<file path="config.mk">
export PLATFORM = sky130hd
export DESIGN_NAME = calendar_clock_with_weekday_flat
export DESIGN_NICKNAME = d
export VERILOG_FILES = /design/src/ccw_pkg.sv /design/src/ccw_ifs.sv /design/src/calendar_clock_with_weekday.sv /design/src/flat_wrapper.sv
export VERILOG_INCLUDE_DIRS = /design/src /design/src/src
export SDC_FILE = /design/constraint.sdc
export NUM_CORES = 1
export LEC_CHECK = 0
export BUFFER_PORTS_ARGS = -buffer_cell sky130_fd_sc_hd__buf_2
export CAP_MARGIN = 0
export CORE_ASPECT_RATIO = 0.7
export CORE_UTILIZATION = 55
export DETAILED_ROUTE_END_ITERATION = 10
export PLACE_DENSITY = 0.8
export SETUP_SLACK_MARGIN = 0.05
export SYNTH_ARGS = -nofsm -noshare
export SYNTH_HDL_FRONTEND = slang
export SYNTH_SLANG_ARGS = --single-unit
</file>
<file path="constraint.sdc">
create_clock -name clock -period 11.6 [get_ports clock]
set_input_delay 1.74 -clock clock [delete_from_list [all_inputs] [get_ports clock]]
set_output_delay 1.74 -clock clock [all_outputs]
set_load 0.05 [all_outputs]
</file>
<file path="src/calendar_clock_with_weekday_macros.svh">
// assertion helpers used by the calendar clock module
`ifndef CALENDAR_CLOCK_WITH_WEEKDAY_MACROS_SVH
`define CALENDAR_CLOCK_WITH_WEEKDAY_MACROS_SVH

// condition holds at every edge outside reset
`define CCW_ASSERT_ALWAYS(label, clk, rst, cond, msg) \
   label: assert property (@(posedge clk) disable iff (rst) (cond)) else $error(msg);

// trigger implies condition in the next cycle
`define CCW_ASSERT_NEXT(label, clk, rst, trig, cond, msg) \
   label: assert property (@(posedge clk) disable iff (rst) (trig) |=> (cond)) else $error(msg);

`endif

</file>
<file path="src/ccw_pkg.sv">
`default_nettype none

package ccw_pkg;

   localparam int YEAR_W    = 7;
   localparam int MONTH_W   = 4;
   localparam int DAY_W     = 5;
   localparam int HOUR_W    = 5;
   localparam int MINUTE_W  = 6;
   localparam int SECOND_W  = 6;
   localparam int WEEKDAY_W = 3;

   // operation codes
   localparam logic OP_TICK = 1'b0;
   localparam logic OP_LOAD = 1'b1;

   // limits of the calendar
   localparam logic [SECOND_W-1:0]  LAST_SECOND = 6'd59;
   localparam logic [MINUTE_W-1:0]  LAST_MINUTE = 6'd59;
   localparam logic [HOUR_W-1:0]    LAST_HOUR   = 5'd23;
   localparam logic [MONTH_W-1:0]   LAST_MONTH  = 4'd12;
   localparam logic [YEAR_W-1:0]    LAST_YEAR   = 7'd99;
   localparam logic [MONTH_W-1:0]   MONTH_JAN   = 4'd1;
   localparam logic [MONTH_W-1:0]   MONTH_FEB   = 4'd2;
   localparam logic [MONTH_W-1:0]   MONTH_MAR   = 4'd3;
   localparam logic [DAY_W-1:0]     FIRST_DAY   = 5'd1;
   localparam logic [WEEKDAY_W-1:0] RESET_WEEKDAY = 3'd6;

   typedef struct packed {
      logic [WEEKDAY_W-1:0] weekday;
      logic [DAY_W-1:0]     day;
      logic [MONTH_W-1:0]   month;
      logic [YEAR_W-1:0]    year;
      logic [HOUR_W-1:0]    hour;
      logic [MINUTE_W-1:0]  minute;
      logic [SECOND_W-1:0]  second;
   } ccw_time_type;

   // month length, every fourth year leap; unknown months read as january
   function automatic logic [DAY_W-1:0] month_days(input logic [MONTH_W-1:0] month,
                                                   input logic [YEAR_W-1:0]  year);
      logic [DAY_W-1:0] len;
      unique case (month)
         4'd2:                      len = (year[1:0] == 2'd0) ? 5'd29 : 5'd28;
         4'd4, 4'd6, 4'd9, 4'd11:   len = 5'd30;
         default:                   len = 5'd31;
      endcase
      return len;
   endfunction

   // month offsets of the weekday formula
   function automatic logic [WEEKDAY_W-1:0] month_offset(input logic [MONTH_W-1:0] month);
      logic [WEEKDAY_W-1:0] ofs;
      unique case (month)
         4'd2:    ofs = 3'd3;
         4'd3:    ofs = 3'd2;
         4'd4:    ofs = 3'd5;
         4'd5:    ofs = 3'd0;
         4'd6:    ofs = 3'd3;
         4'd7:    ofs = 3'd5;
         4'd8:    ofs = 3'd1;
         4'd9:    ofs = 3'd4;
         4'd10:   ofs = 3'd6;
         4'd11:   ofs = 3'd2;
         4'd12:   ofs = 3'd4;
         default: ofs = 3'd0;
      endcase
      return ofs;
   endfunction

   // remainder by seven: fold octal digits, since eight is one mod seven
   function automatic logic [WEEKDAY_W-1:0] mod7(input logic [7:0] x);
      logic [4:0] a;
      logic [3:0] b;
      a = {2'b0, x[2:0]} + {2'b0, x[5:3]} + {3'b0, x[7:6]};
      b = {1'b0, a[2:0]} + {2'b0, a[4:3]};
      return (b >= 4'd7) ? 3'(b - 4'd7) : b[2:0];
   endfunction

   // weekday of a date in 2000..2099; within the century the century terms
   // cancel mod 7, and shifting the year by four keeps the quarter exact
   // for january and february of 2000 (which count as 1999)
   function automatic logic [WEEKDAY_W-1:0] weekday_of(input logic [DAY_W-1:0]   day,
                                                       input logic [MONTH_W-1:0] month,
                                                       input logic [YEAR_W-1:0]  year);
      logic [YEAR_W-1:0] t;
      logic [7:0]        sum;
      t   = year + 7'd4 - {6'd0, (month < MONTH_MAR)};
      sum = {1'b0, t} + {3'b0, t[6:2]} + 8'd2 + {5'b0, month_offset(month)}
            + {3'b0, day};
      return mod7(sum);
   endfunction

endpackage

`default_nettype wire

</file>
<file path="src/ccw_ifs.sv">
`default_nettype none

// load or tick beat
interface ccw_req_if;
   import ccw_pkg::*;
   logic                valid;
   logic                ready;
   logic                operation;
   logic [YEAR_W-1:0]   load_year;
   logic [MONTH_W-1:0]  load_month;
   logic [DAY_W-1:0]    load_day;
   logic [HOUR_W-1:0]   load_hour;
   logic [MINUTE_W-1:0] load_minute;
   logic [SECOND_W-1:0] load_second;
   modport source (output valid, operation, load_year, load_month, load_day,
                   load_hour, load_minute, load_second, input ready);
   modport sink   (input valid, operation, load_year, load_month, load_day,
                   load_hour, load_minute, load_second, output ready);
endinterface

// date and time beat
interface ccw_rsp_if;
   import ccw_pkg::*;
   logic                 valid;
   logic                 ready;
   logic [WEEKDAY_W-1:0] out_weekday;
   logic [DAY_W-1:0]     out_day;
   logic [MONTH_W-1:0]   out_month;
   logic [YEAR_W-1:0]    out_year;
   logic [HOUR_W-1:0]    out_hour;
   logic [MINUTE_W-1:0]  out_minute;
   logic [SECOND_W-1:0]  out_second;
   modport source (output valid, out_weekday, out_day, out_month, out_year,
                   out_hour, out_minute, out_second, input ready);
   modport sink   (input valid, out_weekday, out_day, out_month, out_year,
                   out_hour, out_minute, out_second, output ready);
endinterface

// run control write
interface ccw_csr_if;
   logic valid;
   logic ready;
   logic clock_running;
   modport source (output valid, clock_running, input ready);
   modport sink   (input valid, clock_running, output ready);
endinterface

`default_nettype wire

</file>
<file path="src/calendar_clock_with_weekday.sv">
// Calendar clock for the years 2000 to 2099 (year held as year minus 2000).
// Each request beat is a one-second tick or a load of a full date and time;
// every accepted beat gives exactly one response beat with the date, time and
// weekday (0 = Sunday) after the beat is applied, or all zeros while the
// clock is stopped. Ticks are ignored while stopped; loads always apply, with
// each field clamped into its legal range (day clamped to the loaded month).
// The run bit is written through the csr channel, which is always ready, and
// should be changed only while no response is pending. The whole update is
// combinational between the state registers and the response register, so a
// request is taken every cycle; the response register is the only stage, and
// requests stall only while a response is held by the consumer.
`default_nettype none
`include "calendar_clock_with_weekday_macros.svh"

module calendar_clock_with_weekday (
   input  wire logic   clock,
   input  wire logic   reset,
   ccw_req_if.sink     req_ch,
   ccw_rsp_if.source   rsp_ch,
   ccw_csr_if.sink     csr_ch
);
   import ccw_pkg::*;

   logic         running_ff;
   ccw_time_type cur_ff, cur_in;
   ccw_time_type res_ff, res_in;
   logic         rsp_valid_ff, rsp_valid_in;
   logic         req_accept;

   ccw_time_type tick_t, load_t;
   logic         day_roll;
   logic [DAY_W-1:0] load_dim;

   // handshakes
   assign req_ch.ready = !rsp_valid_ff || rsp_ch.ready;
   assign req_accept   = req_ch.valid && req_ch.ready;
   assign csr_ch.ready = 1'b1;

   // tick carry chain
   always_comb begin
      tick_t   = cur_ff;
      day_roll = 1'b0;
      if (cur_ff.second == LAST_SECOND) begin
         tick_t.second = '0;
         if (cur_ff.minute == LAST_MINUTE) begin
            tick_t.minute = '0;
            if (cur_ff.hour == LAST_HOUR) begin
               tick_t.hour = '0;
               day_roll    = 1'b1;
               if (cur_ff.day >= month_days(cur_ff.month, cur_ff.year)) begin
                  tick_t.day = FIRST_DAY;
                  if (cur_ff.month >= LAST_MONTH) begin
                     tick_t.month = MONTH_JAN;
                     tick_t.year  = (cur_ff.year >= LAST_YEAR) ? '0 : cur_ff.year + 7'd1;
                  end else begin
                     tick_t.month = cur_ff.month + 4'd1;
                  end
               end else begin
                  tick_t.day = cur_ff.day + 5'd1;
               end
            end else begin
               tick_t.hour = cur_ff.hour + 5'd1;
            end
         end else begin
            tick_t.minute = cur_ff.minute + 6'd1;
         end
      end else begin
         tick_t.second = cur_ff.second + 6'd1;
      end
      if (day_roll) begin
         tick_t.weekday = weekday_of(tick_t.day, tick_t.month, tick_t.year);
      end
   end

   // clamped load
   always_comb begin
      load_t.year   = (req_ch.load_year > LAST_YEAR) ? LAST_YEAR : req_ch.load_year;
      if (req_ch.load_month == '0) begin
         load_t.month = MONTH_JAN;
      end else if (req_ch.load_month > LAST_MONTH) begin
         load_t.month = LAST_MONTH;
      end else begin
         load_t.month = req_ch.load_month;
      end
      load_dim = month_days(load_t.month, load_t.year);
      if (req_ch.load_day == '0) begin
         load_t.day = FIRST_DAY;
      end else if (req_ch.load_day > load_dim) begin
         load_t.day = load_dim;
      end else begin
         load_t.day = req_ch.load_day;
      end
      load_t.hour    = (req_ch.load_hour > LAST_HOUR) ? LAST_HOUR : req_ch.load_hour;
      load_t.minute  = (req_ch.load_minute > LAST_MINUTE) ? LAST_MINUTE
                                                          : req_ch.load_minute;
      load_t.second  = (req_ch.load_second > LAST_SECOND) ? LAST_SECOND
                                                          : req_ch.load_second;
      load_t.weekday = weekday_of(load_t.day, load_t.month, load_t.year);
   end

   // next state and response
   always_comb begin
      cur_in       = cur_ff;
      res_in       = res_ff;
      rsp_valid_in = rsp_valid_ff && !rsp_ch.ready;
      if (req_accept) begin
         case (req_ch.operation)
            OP_LOAD: cur_in = load_t;
            default: cur_in = running_ff ? tick_t : cur_ff;
         endcase
         res_in       = running_ff ? cur_in : '0;
         rsp_valid_in = 1'b1;
      end
   end

   // registers
   always_ff @(posedge clock) begin
      if (reset) begin
         running_ff     <= 1'b0;
         rsp_valid_ff   <= 1'b0;
         cur_ff.second  <= '0;
         cur_ff.minute  <= '0;
         cur_ff.hour    <= '0;
         cur_ff.day     <= FIRST_DAY;
         cur_ff.month   <= MONTH_JAN;
         cur_ff.year    <= '0;
         cur_ff.weekday <= RESET_WEEKDAY;
      end else begin
         rsp_valid_ff <= rsp_valid_in;
         cur_ff       <= cur_in;
         if (csr_ch.valid && csr_ch.ready) begin
            running_ff <= csr_ch.clock_running;
         end
      end
      res_ff <= res_in;
   end

   // response port
   assign rsp_ch.valid       = rsp_valid_ff;
   assign rsp_ch.out_weekday = res_ff.weekday;
   assign rsp_ch.out_day     = res_ff.day;
   assign rsp_ch.out_month   = res_ff.month;
   assign rsp_ch.out_year    = res_ff.year;
   assign rsp_ch.out_hour    = res_ff.hour;
   assign rsp_ch.out_minute  = res_ff.minute;
   assign rsp_ch.out_second  = res_ff.second;

   // checks
   `CCW_ASSERT_ALWAYS(a_time_legal, clock, reset,
      cur_ff.second <= LAST_SECOND && cur_ff.minute <= LAST_MINUTE &&
      cur_ff.hour <= LAST_HOUR && cur_ff.year <= LAST_YEAR,
      "time of day or year out of range")
   `CCW_ASSERT_ALWAYS(a_date_legal, clock, reset,
      cur_ff.month >= MONTH_JAN && cur_ff.month <= LAST_MONTH && cur_ff.day >= FIRST_DAY &&
      cur_ff.day <= month_days(cur_ff.month, cur_ff.year),
      "date out of range")
   `CCW_ASSERT_ALWAYS(a_weekday_legal, clock, reset,
      cur_ff.weekday <= 3'd6, "weekday out of range")
   `CCW_ASSERT_NEXT(a_second_steps, clock, reset,
      req_accept && req_ch.operation == OP_TICK && running_ff &&
      cur_ff.second != LAST_SECOND,
      cur_ff.second == $past(cur_ff.second) + 6'd1 && cur_ff.minute == $past(cur_ff.minute),
      "running tick did not advance the second")

endmodule

`default_nettype wire
</file>
<file path="src/flat_wrapper.sv">
// flat-port wrapper written by rule: the top's interface ports become plain ports
module calendar_clock_with_weekday_flat import ccw_pkg::*;
  (clock, reset, req_ch_valid, req_ch_operation, req_ch_load_year, req_ch_load_month, req_ch_load_day, req_ch_load_hour, req_ch_load_minute, req_ch_load_second, req_ch_ready, rsp_ch_valid, rsp_ch_out_weekday, rsp_ch_out_day, rsp_ch_out_month, rsp_ch_out_year, rsp_ch_out_hour, rsp_ch_out_minute, rsp_ch_out_second, rsp_ch_ready, csr_ch_valid, csr_ch_clock_running, csr_ch_ready);
  ccw_req_if req_ch_i ();
  ccw_rsp_if rsp_ch_i ();
  ccw_csr_if csr_ch_i ();
  input  wire logic clock;
  input  wire logic reset;
  input wire logic [$bits(req_ch_i.valid)-1:0] req_ch_valid;
  input wire logic [$bits(req_ch_i.operation)-1:0] req_ch_operation;
  input wire logic [$bits(req_ch_i.load_year)-1:0] req_ch_load_year;
  input wire logic [$bits(req_ch_i.load_month)-1:0] req_ch_load_month;
  input wire logic [$bits(req_ch_i.load_day)-1:0] req_ch_load_day;
  input wire logic [$bits(req_ch_i.load_hour)-1:0] req_ch_load_hour;
  input wire logic [$bits(req_ch_i.load_minute)-1:0] req_ch_load_minute;
  input wire logic [$bits(req_ch_i.load_second)-1:0] req_ch_load_second;
  output wire logic [$bits(req_ch_i.ready)-1:0] req_ch_ready;
  output wire logic [$bits(rsp_ch_i.valid)-1:0] rsp_ch_valid;
  output wire logic [$bits(rsp_ch_i.out_weekday)-1:0] rsp_ch_out_weekday;
  output wire logic [$bits(rsp_ch_i.out_day)-1:0] rsp_ch_out_day;
  output wire logic [$bits(rsp_ch_i.out_month)-1:0] rsp_ch_out_month;
  output wire logic [$bits(rsp_ch_i.out_year)-1:0] rsp_ch_out_year;
  output wire logic [$bits(rsp_ch_i.out_hour)-1:0] rsp_ch_out_hour;
  output wire logic [$bits(rsp_ch_i.out_minute)-1:0] rsp_ch_out_minute;
  output wire logic [$bits(rsp_ch_i.out_second)-1:0] rsp_ch_out_second;
  input wire logic [$bits(rsp_ch_i.ready)-1:0] rsp_ch_ready;
  input wire logic [$bits(csr_ch_i.valid)-1:0] csr_ch_valid;
  input wire logic [$bits(csr_ch_i.clock_running)-1:0] csr_ch_clock_running;
  output wire logic [$bits(csr_ch_i.ready)-1:0] csr_ch_ready;
  assign req_ch_i.valid = req_ch_valid;
  assign req_ch_i.operation = req_ch_operation;
  assign req_ch_i.load_year = req_ch_load_year;
  assign req_ch_i.load_month = req_ch_load_month;
  assign req_ch_i.load_day = req_ch_load_day;
  assign req_ch_i.load_hour = req_ch_load_hour;
  assign req_ch_i.load_minute = req_ch_load_minute;
  assign req_ch_i.load_second = req_ch_load_second;
  assign req_ch_ready = req_ch_i.ready;
  assign rsp_ch_valid = rsp_ch_i.valid;
  assign rsp_ch_out_weekday = rsp_ch_i.out_weekday;
  assign rsp_ch_out_day = rsp_ch_i.out_day;
  assign rsp_ch_out_month = rsp_ch_i.out_month;
  assign rsp_ch_out_year = rsp_ch_i.out_year;
  assign rsp_ch_out_hour = rsp_ch_i.out_hour;
  assign rsp_ch_out_minute = rsp_ch_i.out_minute;
  assign rsp_ch_out_second = rsp_ch_i.out_second;
  assign rsp_ch_i.ready = rsp_ch_ready;
  assign csr_ch_i.valid = csr_ch_valid;
  assign csr_ch_i.clock_running = csr_ch_clock_running;
  assign csr_ch_ready = csr_ch_i.ready;
  calendar_clock_with_weekday u_core (.clock(clock), .reset(reset), .req_ch(req_ch_i), .rsp_ch(rsp_ch_i), .csr_ch(csr_ch_i));
endmodule
</file>
==> Yosys cells after proc, flatten, opt, wreduce, memory -nomap -nowiden <==
Memory sizes are Yosys's and may differ from the RTL's.
Cells that the tools add are included.
Widths: inputs -> output; s select.
{ "totals": {"wordCells": 117, "register_bits": 74, "romBits": 96, "output_inout_bits": 39, "memories": 2} }
{ "mem_list": {"columns": ["memory", "depth", "width", "rd", "rd_ports_with_merged_regs", "wr", "line", "rtl"], "rows": [
  ["(name not given)", 16, 3, 1, 0, 0, "ccw_pkg.sv:54", "unique case (month)"],
  ["(name not given)", 16, 3, 1, 0, 0, "ccw_pkg.sv:54", null]
]} }
{ "classes": {"add_sub_neg": 26, "n_mux": 36, "magnitude_cmp": 13, "n_reduce_logical": 11, "n_eq_ne": 13} }
{ "op_table": {"columns": ["op", "count"], "rows": [
  ["$mux 36", 2],
  ["$mux 5", 8],
  ["$mux 27", 1],
  ["$mux 6", 4],
  ["$mux 21", 1],
  ["$mux 7", 3],
  ["$pmux 5 s2", 2],
  ["$add 7x5->8", 2],
  ["$add 8x2->8 const B", 2],
  ["$add 8x3->8", 2],
  ["$add 8x5->8", 2],
  ["$eq 4x3->1 const B", 4],
  ["$eq 4x4->1 const B", 4],
  ["$mux 16", 1],
  ["$add 7x3->7 const B", 2],
  ["$sub 7x1->7", 2],
  ["$add 6x1->6 const B", 2],
  ["$eq 6x6->1 const B", 2],
  ["$gt 6x6->1 const B", 2],
  ["$mux 3", 4],
  ["$mux 4", 3],
  ["$mux 11", 1],
  ["$add 5x1->5 const B", 2],
  ["$add 5x2->5", 2],
  ["other kinds (24)", 39]
]} }

==> Logic depth before layout (Yosys ltp) <==
Gate-level depths: netlist (run 1).
{ "logic_depth": {"ltp_word": 25, "depth_mapped": 46, "ltp_nobuf": 46} }

==> Worst setup path before layout (run 1) <==
Ideal clock, no wire load.
{ "synth_path": {"kind": "input port to flip-flop", "startpoint": "in req_ch_load_month[3]", "endpoint": "reg u_core.cur_ff[33] (netlist name)", "path_buffers": 1, "path_stages": 35, "slack_ps": 2533, "arrival_ps": 8951, "required_ps": 11484, "setup_ps": 116, "cell_sequence": "clkbuf_1 > nand2_1 > nand2_1 > o31ai_1 > inv_1 > ha_1 > or3b_2 > or4_1 > nand2_1 > ha_1 > nand2_1 > o211ai_1 > o2bb2ai_1 > or2_2 > fa_1 > ha_1 > fa_1 > a21oi_1 > nor2_1 > nor2_1 > xnor2_1 > fa_1 > ha_1 > a21oi_1 > o311ai_0 > o31ai_1 > nand3_1 > ha_1 > inv_1 > fa_1 > xor3_1 > a22oi_1 > mux2i_1 > a211oi_1 > a31o_2"} }
{ "synth_via": {"elab_chain_cells": 16, "elab_cells_between_ends": 28} }
{ "synth_rtl": {"columns": ["element", "line", "rtl"], "rows": [
  ["start: declaration", "flat_wrapper.sv:12", "input wire logic [$bits(req_ch_i.load_month)-1:0] req_ch_load_month;"],
  ["$gt 4x4->1", "calendar_clock_with_weekday.sv:80", "end else if (req_ch.load_month > LAST_MONTH) begin"],
  ["$mux 4", "calendar_clock_with_weekday.sv:80", null],
  ["$mux 4 (*)", "calendar_clock_with_weekday.sv:78", "if (req_ch.load_month == '0) begin"],
  ["branches (longest 6 deep; another with $add 7x5->8)", null, null],
  ["$add 8x5->8 (*)", "ccw_pkg.sv:90", "+ {3'b0, day};"],
  ["$add 3x3->4", "ccw_pkg.sv:75", "a = {2'b0, x[2:0]} + {2'b0, x[5:3]} + {3'b0, x[7:6]};"],
  ["$add 5x2->5 (*)", "ccw_pkg.sv:75", null],
  ["$add 3x2->4 (*)", "ccw_pkg.sv:76", "b = {1'b0, a[2:0]} + {2'b0, a[4:3]};"],
  ["$ge 4x3->1 / $sub 3x3->3 (equally long branches)", "ccw_pkg.sv:77", "return (b >= 4'd7) ? 3'(b - 4'd7) : b[2:0];"],
  ["$mux 3 (*)", "ccw_pkg.sv:77", null],
  ["$mux 36 (*)", "calendar_clock_with_weekday.sv:107", "case (req_ch.operation)"],
  ["end signal: assignment", "calendar_clock_with_weekday.sv:130", "cur_ff <= cur_in;"],
  ["end: declaration", "calendar_clock_with_weekday.sv:25", "ccw_time_type cur_ff, cur_in;"]
]} }
Every way passes the cells marked *.
A chain may end at the register's enable or synchronous reset.

==> Worst setup path in the final report (run 1) <==
{ "layout_path": {"startpoint": "reg u_core.cur_ff[24] (netlist name)", "endpoint": "reg u_core.cur_ff[33] (netlist name)"} }
{ "layout_via": {"elab_chain_cells": 25, "elab_cells_between_ends": 38} }
{ "layout_rtl": {"columns": ["element", "line", "rtl"], "rows": [
  ["$eq 4x3->1 / $eq 4x4->1 (equally long branches)", "ccw_pkg.sv:43", "unique case (month)"],
  ["$reduce_or 4->1", "ccw_pkg.sv:43", null],
  ["$pmux 5 s2", "ccw_pkg.sv:43", null],
  ["$mux 5", "calendar_clock_with_weekday.sv:47", "if (cur_ff.hour == LAST_HOUR) begin"],
  ["$mux 5", "calendar_clock_with_weekday.sv:45", "if (cur_ff.minute == LAST_MINUTE) begin"],
  ["$mux 5", "calendar_clock_with_weekday.sv:43", "if (cur_ff.second == LAST_SECOND) begin"],
  ["$ge 5x5->1", "calendar_clock_with_weekday.sv:50", "if (cur_ff.day >= month_days(cur_ff.month, cur_ff.year)) begin"],
  ["$mux 11", "calendar_clock_with_weekday.sv:50", null],
  ["[... 9 more ...]", null, null],
  ["$add 3x3->4", "ccw_pkg.sv:75", null],
  ["$add 5x2->5 (*)", "ccw_pkg.sv:75", null],
  ["$add 3x2->4 (*)", "ccw_pkg.sv:76", null],
  ["$ge 4x3->1 / $sub 3x3->3 (equally long branches)", "ccw_pkg.sv:77", null],
  ["$mux 3 (*)", "ccw_pkg.sv:77", null],
  ["$mux 3 (*)", "calendar_clock_with_weekday.sv:70", "if (day_roll) begin"],
  ["$mux 36 (*)", "calendar_clock_with_weekday.sv:109", "default: cur_in = running_ff ? tick_t : cur_ff;"],
  ["$mux 36 (*)", "calendar_clock_with_weekday.sv:107", null]
]} }
Every way passes the cells marked *; elsewhere a longest branch is shown, timed or not. The select of a mux whose other input is x is not followed.

==> metrics, run 1 <==
final setup violating endpoints=0; share of the synthesized area in the top cell type=0.1529; drt drc=0; GRT overflow=0; YS warnings=0; crit-path most repeated cell=ha_1; clk_lat worst skew=0.35 ns; cell taking the most area after synthesis=edfxtp_1; Mean Syn Cell Area=8.365 um2; most common cell in the netlist=nand2_1; largest net degree at the start of global routing=between 60 and 70; first-pass GRT wire length=around 29,000 um; CTS Buf Count=9; cts hold-fix bufs=0; P&R area growth vs syn=11.29%; Die X-Extent=~140 um; clock-pin slew on the worst setup and hold paths=~0.060 ns; met2 wire length=7378 um; Final Util=0.6311; wire per inst=roughly 17 um; post-cts sizing count=0; Vias/cell=approximately 6; worst slew pin tran=roughly 0.71 ns; adder-cell area share of the yosys netlist=0.1954; #FFs+latches synth=between 70 and 80; Hold Vio Cnt, Final=0; element type at the critical path end=flip-flop; Routed met3 length=about 1300 um; ys flop type=dfxtp_1; Design Area, Final=between 0.007 and 0.008 mm2; H-tree levels=3; syn nets=approximately 980; top routing layer used=met4; Simple-Gate Fraction of Synth Area=0.1979; area post-placement=around 0.0075 mm2; post-placement cell count=approximately 1,100; core area=approximately 0.012 mm2; Worst Path Required=about 12 ns; synth top area cells=edfxtp_1, ha_1, dfxtp_1; cell family with the largest share of critical-path delay=adder cells; 1st-pass router iterations=5; XOR/XNOR Fraction of Synth Area=0.04496; hpwl dp=about 13,000 um; Die ar.=0.01332 mm2; Initial Utilization=0.5671; status=complete, no violations; period utilization=0.8477; complex-gate fraction of the synthesized area=0.2117; met1 WL=8786 um; CTS tree=yes; multiplexer area fraction after synthesis=0.02815; ant diodes=0; Worst Skew=roughly 0.012 ns; Via Count=approximately 6,500; Post-synth EDFFs=36; Port Buffers=77; Cell Rows=34; fmax=roughly 0.10 GHz; critical path's largest stage delay=0.56 ns; Filler cells=approximately 1,000; crit path max fanout=8; Tmin final=just under 10 ns; postcts setup bufs=0; Layout Cells excl Fill=between 1,000 and 1,500; Worst slew margin=0.5206; Yosys cell types=between 70 and 80; data arrival time of the critical path=just over 10 ns; CTS max path bufs=2; layout cell share with drive strength beyond 1=0.1316; RePlAce Congestion=0.8941; CTS Root Cell=clkbuf_16; num ports=between 70 and 80; Async S/R FF share, synth=0; CP startpoint kind=flip-flop; CP max stage cell=fa_1; max_cap viols=0; RSZ-0062 raised after global routing=no; CTS Sinks=74; Syn Std Cell Area=just over 0.007 mm2; Routed WL=roughly 18,000 um; initial antenna violation count=0; vias in the first global route=between 5,000 and 6,000; final setup TNS=0 ns; worst setup path category=reg -> reg; cell count after synthesis=845; Iter 0 DRT Violations=650; worst hold path type=reg -> reg; net count reported at finish=1,035; die height=~97 um; worst path bufs/invs=8; sequential element share of the synthesized area=0.2606; DRT antenna net count=0; largest family of logic cells by synthesized area=compound AO/OA/AOI/OAI gates; Post-synth top cells=nand2_1, ha_1, nor2_1; max-slew violations=0; Global Route Usage Sum=0.2802
==> cells by family after synthesis <==
family,Yosys count
AND/OR/NAND/NOR,276
flip-flops,74
AO/OA/AOI/OAI,235
buffers and inverters,111
other,1
adder cells (fa/ha/maj),96
XOR/XNOR,33
multiplexers,19
==> cell type report <==
class | count | area, um2 | area share
clock buffer | 10 | 239.0 | 0.03038
tap | 162 | 202.7 | 0.02577
inverter | 71 | 266.5 | 0.03388
clock inverter | 6 | 88.84 | 0.01129
timing repair buffer | 83 | 430.4 | 0.05472
sequential | 74 | 1842 | 0.2341
multi-input combinational | 660 | 4797 | 0.6098
==> path summary, 6_finish.rpt <==
check / startpoint / end / slack, ns / depth (start not counted)
max reg2reg: u_core.cur_ff[24]$_SDFFE_PP1P_ / u_core.cur_ff[33]$_SDFFE_PP0P_ / 1.77 / 42
min: u_core.cur_ff[33]$_SDFFE_PP0P_ / u_core.cur_ff[33]$_SDFFE_PP0P_ / 0.50 / 1
max: u_core.cur_ff[24]$_SDFFE_PP1P_ / u_core.cur_ff[33]$_SDFFE_PP0P_ / 1.77 / 42
min reg2reg: u_core.cur_ff[33]$_SDFFE_PP0P_ / u_core.cur_ff[33]$_SDFFE_PP0P_ / 0.50 / 1
==> cells in the final DEF, fill, tap and decap left out, types with 6 or more instances in the layout <==
cell type  instances
a211oi_1           8
a21o_1            13
a21oi_1           67
a31oi_1           10
and2_1             9
and3_1            11
buf_2             77
buf_4              6
clkbuf_16          9
dfxtp_1           38
edfxtp_1          36
fa_1              24
ha_1              72
inv_1             68
mux2i_1           14
nand2_1           80
nand2b_1          10
nand3_1           27
nand4_1           12
nor2_1            71
nor2b_1            6
nor3_1            14
nor4_1             6
o211ai_1           7
o21a_1            10
o21ai_0           58
o31ai_1            6
xnor2_1           21
xor2_1            10
==> routing by layer <==
layer / global-route usage / vias up
met1: 0.4318 / 2967
met2: 0.4012 / 290
met5: 0 / -
li1: - / 3160
met3: 0.04455 / 39
met4: 0.06932 / 0
==> sequential cells by signal, summed over array words and instances, names as in the netlist <==
| register | cells |
|---|---|
| u_core.cur_ff | 36 |
| u_core.rsp_ch.out_day | 5 |
| u_core.rsp_ch.out_hour | 5 |
| u_core.rsp_ch.out_minute | 6 |
| u_core.rsp_ch.out_month | 4 |
| u_core.rsp_ch.out_second | 6 |
| u_core.rsp_ch.out_weekday | 3 |
| u_core.rsp_ch.out_year | 7 |
| u_core.rsp_ch.valid | 1 |
| u_core.running_ff | 1 |
==> stage by stage <==
stage | hold slack (ns) | setup WS, ns
detailed placement | 0.4788 | 1.868
global route | 0.5225 | 1.181
CTS | 0.4949 | 1.838
floorplan | 0.4607 | 2.533
finish | 0.4975 | 1.766
global placement | 0.4733 | 2.071
Power of run 1 is left out: the tool's default activity adds up to more than one toggle a clock period on the data nets, which glitch-free logic cannot reach.
==> run 2: changes to the inputs <==
clock period = 9.7 ns   (was 11.6 ns; I/O delays follow)
==> run 2 against run 1 <==
Net effect: count of clock-buffer cells in the layout is the same; critical path depth decreased by 7; routed wire length shrank 0.11%; cell area up 0.24%; global-route usage decreased by 0.29 points; clock skew decreased by 0.00051 ns; setup slack worse by 1.2 ns; first-iteration DRC count fell by 10%; critical path type is now in -> reg.
==> metrics, run 2 (synthesis results as in run 1) <==
drt drc=0 (unchanged); ant diodes=0 (unchanged); Hold EP=u_core.cur_ff[33]$_SDFFE_PP0P_; reg-to-reg slack, setup=0.58 ns (-1.19 ns); CP startpoint kind=primary input; initial antenna violation count=0 (unchanged); Routed WL=17,790 um (-0.11%); largest net degree at the start of global routing=69 (unchanged); core area=0.01246 mm2 (unchanged); worst slew pin tran=0.7151 ns (+0.001528 ns); Die X-Extent=137.5 um (unchanged); r2r worst-path depth=40 (-4.8%); CTS tree=yes; layout cell share with drive strength beyond 1=0.1396 (+0.007923); Die ar.=0.01332 mm2 (unchanged); Worst Path Required=9.94 ns (-1.90 ns); RePlAce Congestion=0.8832 (-1.2%); final setup TNS=0 ns (unchanged); Most flops, register=u_core.cur_ff; max-slew violations=0 (unchanged); 1st-pass router iterations=5 (unchanged); Hold Vio Cnt, Final=0 (unchanged); Initial Utilization=0.5671 (unchanged); cell family with the largest share of critical-path delay=adder cells; Via Count=6,462 (+0.093%); commonest non-fill, non-tap cell in the layout=nand2_1; P&R area growth vs syn=11.56%; net count reported at finish=1,041 (+0.58%); Worst Skew=0.01184 ns (-0.0005081 ns); period utilization=0.9440; Worst slew margin=0.5227 (+0.002116); setup ws final=0.5433 ns (-1.223 ns); Vias/cell=6.028 (-0.47%); status=complete, no violations; CTS Sinks=74 (unchanged); worst hold stages=1 (unchanged); CTS Root Cell=clkbuf_16; Global Route Usage Sum=0.2772 (-0.002940); worst hold path type=reg -> reg; hpwl dp=13,000 um (-0.30%); register area=0.001844 mm2 (+0.14%); Tmin final=9.157 ns; Hold Startpoint=u_core.cur_ff[33]$_SDFFE_PP0P_; R2R Path End=u_core.cur_ff[33]$_SDFFE_PP0P_; max reg flops=36 (unchanged); vias in the first global route=5,807 (-2.6%); commonest non-fill, non-tap cells in the layout=nand2_1, buf_2, ha_1; DRT antenna net count=0 (unchanged); first-pass GRT wire length=28,990 um (-1.3%); crit-path most repeated cell=ha_1; max_cap viols=0 (unchanged); RR Startpoint=u_core.cur_ff[24]$_SDFFE_PP1P_; cts hold-fix bufs=0 (unchanged); CP max stage cell=or3b_2; Cell Rows=34 (unchanged); Post-Place Setup Slack=0.2847 ns (-1.583 ns); data arrival time of the critical path=9.39 ns (-0.68 ns); CTS max path bufs=2 (unchanged); clk_lat worst skew=0.35 ns (about the same); area of the multi-input gates=0.004801 mm2 (about the same); crit path max fanout=11 (+3); fmax=0.1092 GHz; num ports=79 (unchanged); crit path from=req_ch_load_month[3]; worst path bufs/invs=3 (-5); critical path's largest stage delay=0.51 ns (-0.05 ns); RSZ-0062 raised after global routing=no; element type at the critical path end=flip-flop; Port Buffers=77 (unchanged); die height=96.85 um (unchanged); Iter 0 DRT Violations=585 (-10%); worst setup path category=in -> reg; GRT overflow=0 (unchanged); final setup violating endpoints=0 (unchanged); wire per inst=16.60 um (-0.67%); CTS Buf Count=9 (unchanged); clock-pin slew on the worst setup and hold paths=0.06 ns (about the same); Fin Hold WS=0.4947 ns (-0.002816 ns); Filler cells=1,084 (+3.9%); H-tree levels=3 (unchanged)
==> run 2: worst max path at each step <==
| stage | slack, ns | depth (start not counted) | endpoint |
|---|---|---|---|
| after floorplan | 0.85 | 43 | u_core.rsp_ch.out_weekday[1]$_SDFFCE_PN0P_ |
| after global placement | 0.47 | 35 | u_core.cur_ff[33]$_SDFFE_PP0P_ |
| after detailed placement | 0.28 | 35 | u_core.cur_ff[33]$_SDFFE_PP0P_ |
| after CTS | 0.43 | 42 | u_core.cur_ff[33]$_SDFFE_PP0P_ |
| after global routing | 0.05 | 35 | u_core.cur_ff[33]$_SDFFE_PP0P_ |
| final | 0.54 | 35 | u_core.cur_ff[33]$_SDFFE_PP0P_ |
==> run 2: cell type report <==
type,instances,share of cell area
multi-input cells,660,0.6089
flip-flops and latches,74,0.2339
repair buffers,89,0.06030
inverters,71,0.03380
clock buffers,10,0.02904
well taps,162,0.02571
clock inverters,6,0.008410
==> run 2: metrics by stage <==
stage	cell area [um2]	utilization	instances
floorplan	7068	-	845
global placement	7576	0.6078	1055
detailed placement	7576	0.6078	1055
CTS	7871	0.6315	1071
global route	7885	0.6326	1072
finish	7885	0.6326	1072
==> run 2: timing repair <==
item | in CTS | in global routing
setup endpoints to repair | 0 | 6
gates resized for setup | 0 | 4
endpoints found under the hold margin | 0 | 0
buffers inserted | 0 | 1
==> run 2: metal layers <==
layer,up-vias,global-route usage,share of wire
met5,-,0,0
met2,298,0.3916,0.42
met1,2991,0.4344,0.48
met4,0,0.05664,0.0087
met3,16,0.04769,0.086
li1,3157,-,-
==> run 2: worst reg2reg max path: cells and delay by family, from the launching register on <==
family / cells / cell delay (ns)
buffers and inverters: 7 / 0.44
AO/OA/AOI/OAI: 9 / 1.53
flip-flops: 1 / 0.40
XOR/XNOR: 1 / 0.17
adder cells (fa/ha/maj): 14 / 4.62
multiplexers: 2 / 0.72
AND/OR/NAND/NOR: 7 / 1.14
Power of run 2 is left out for the same reason.
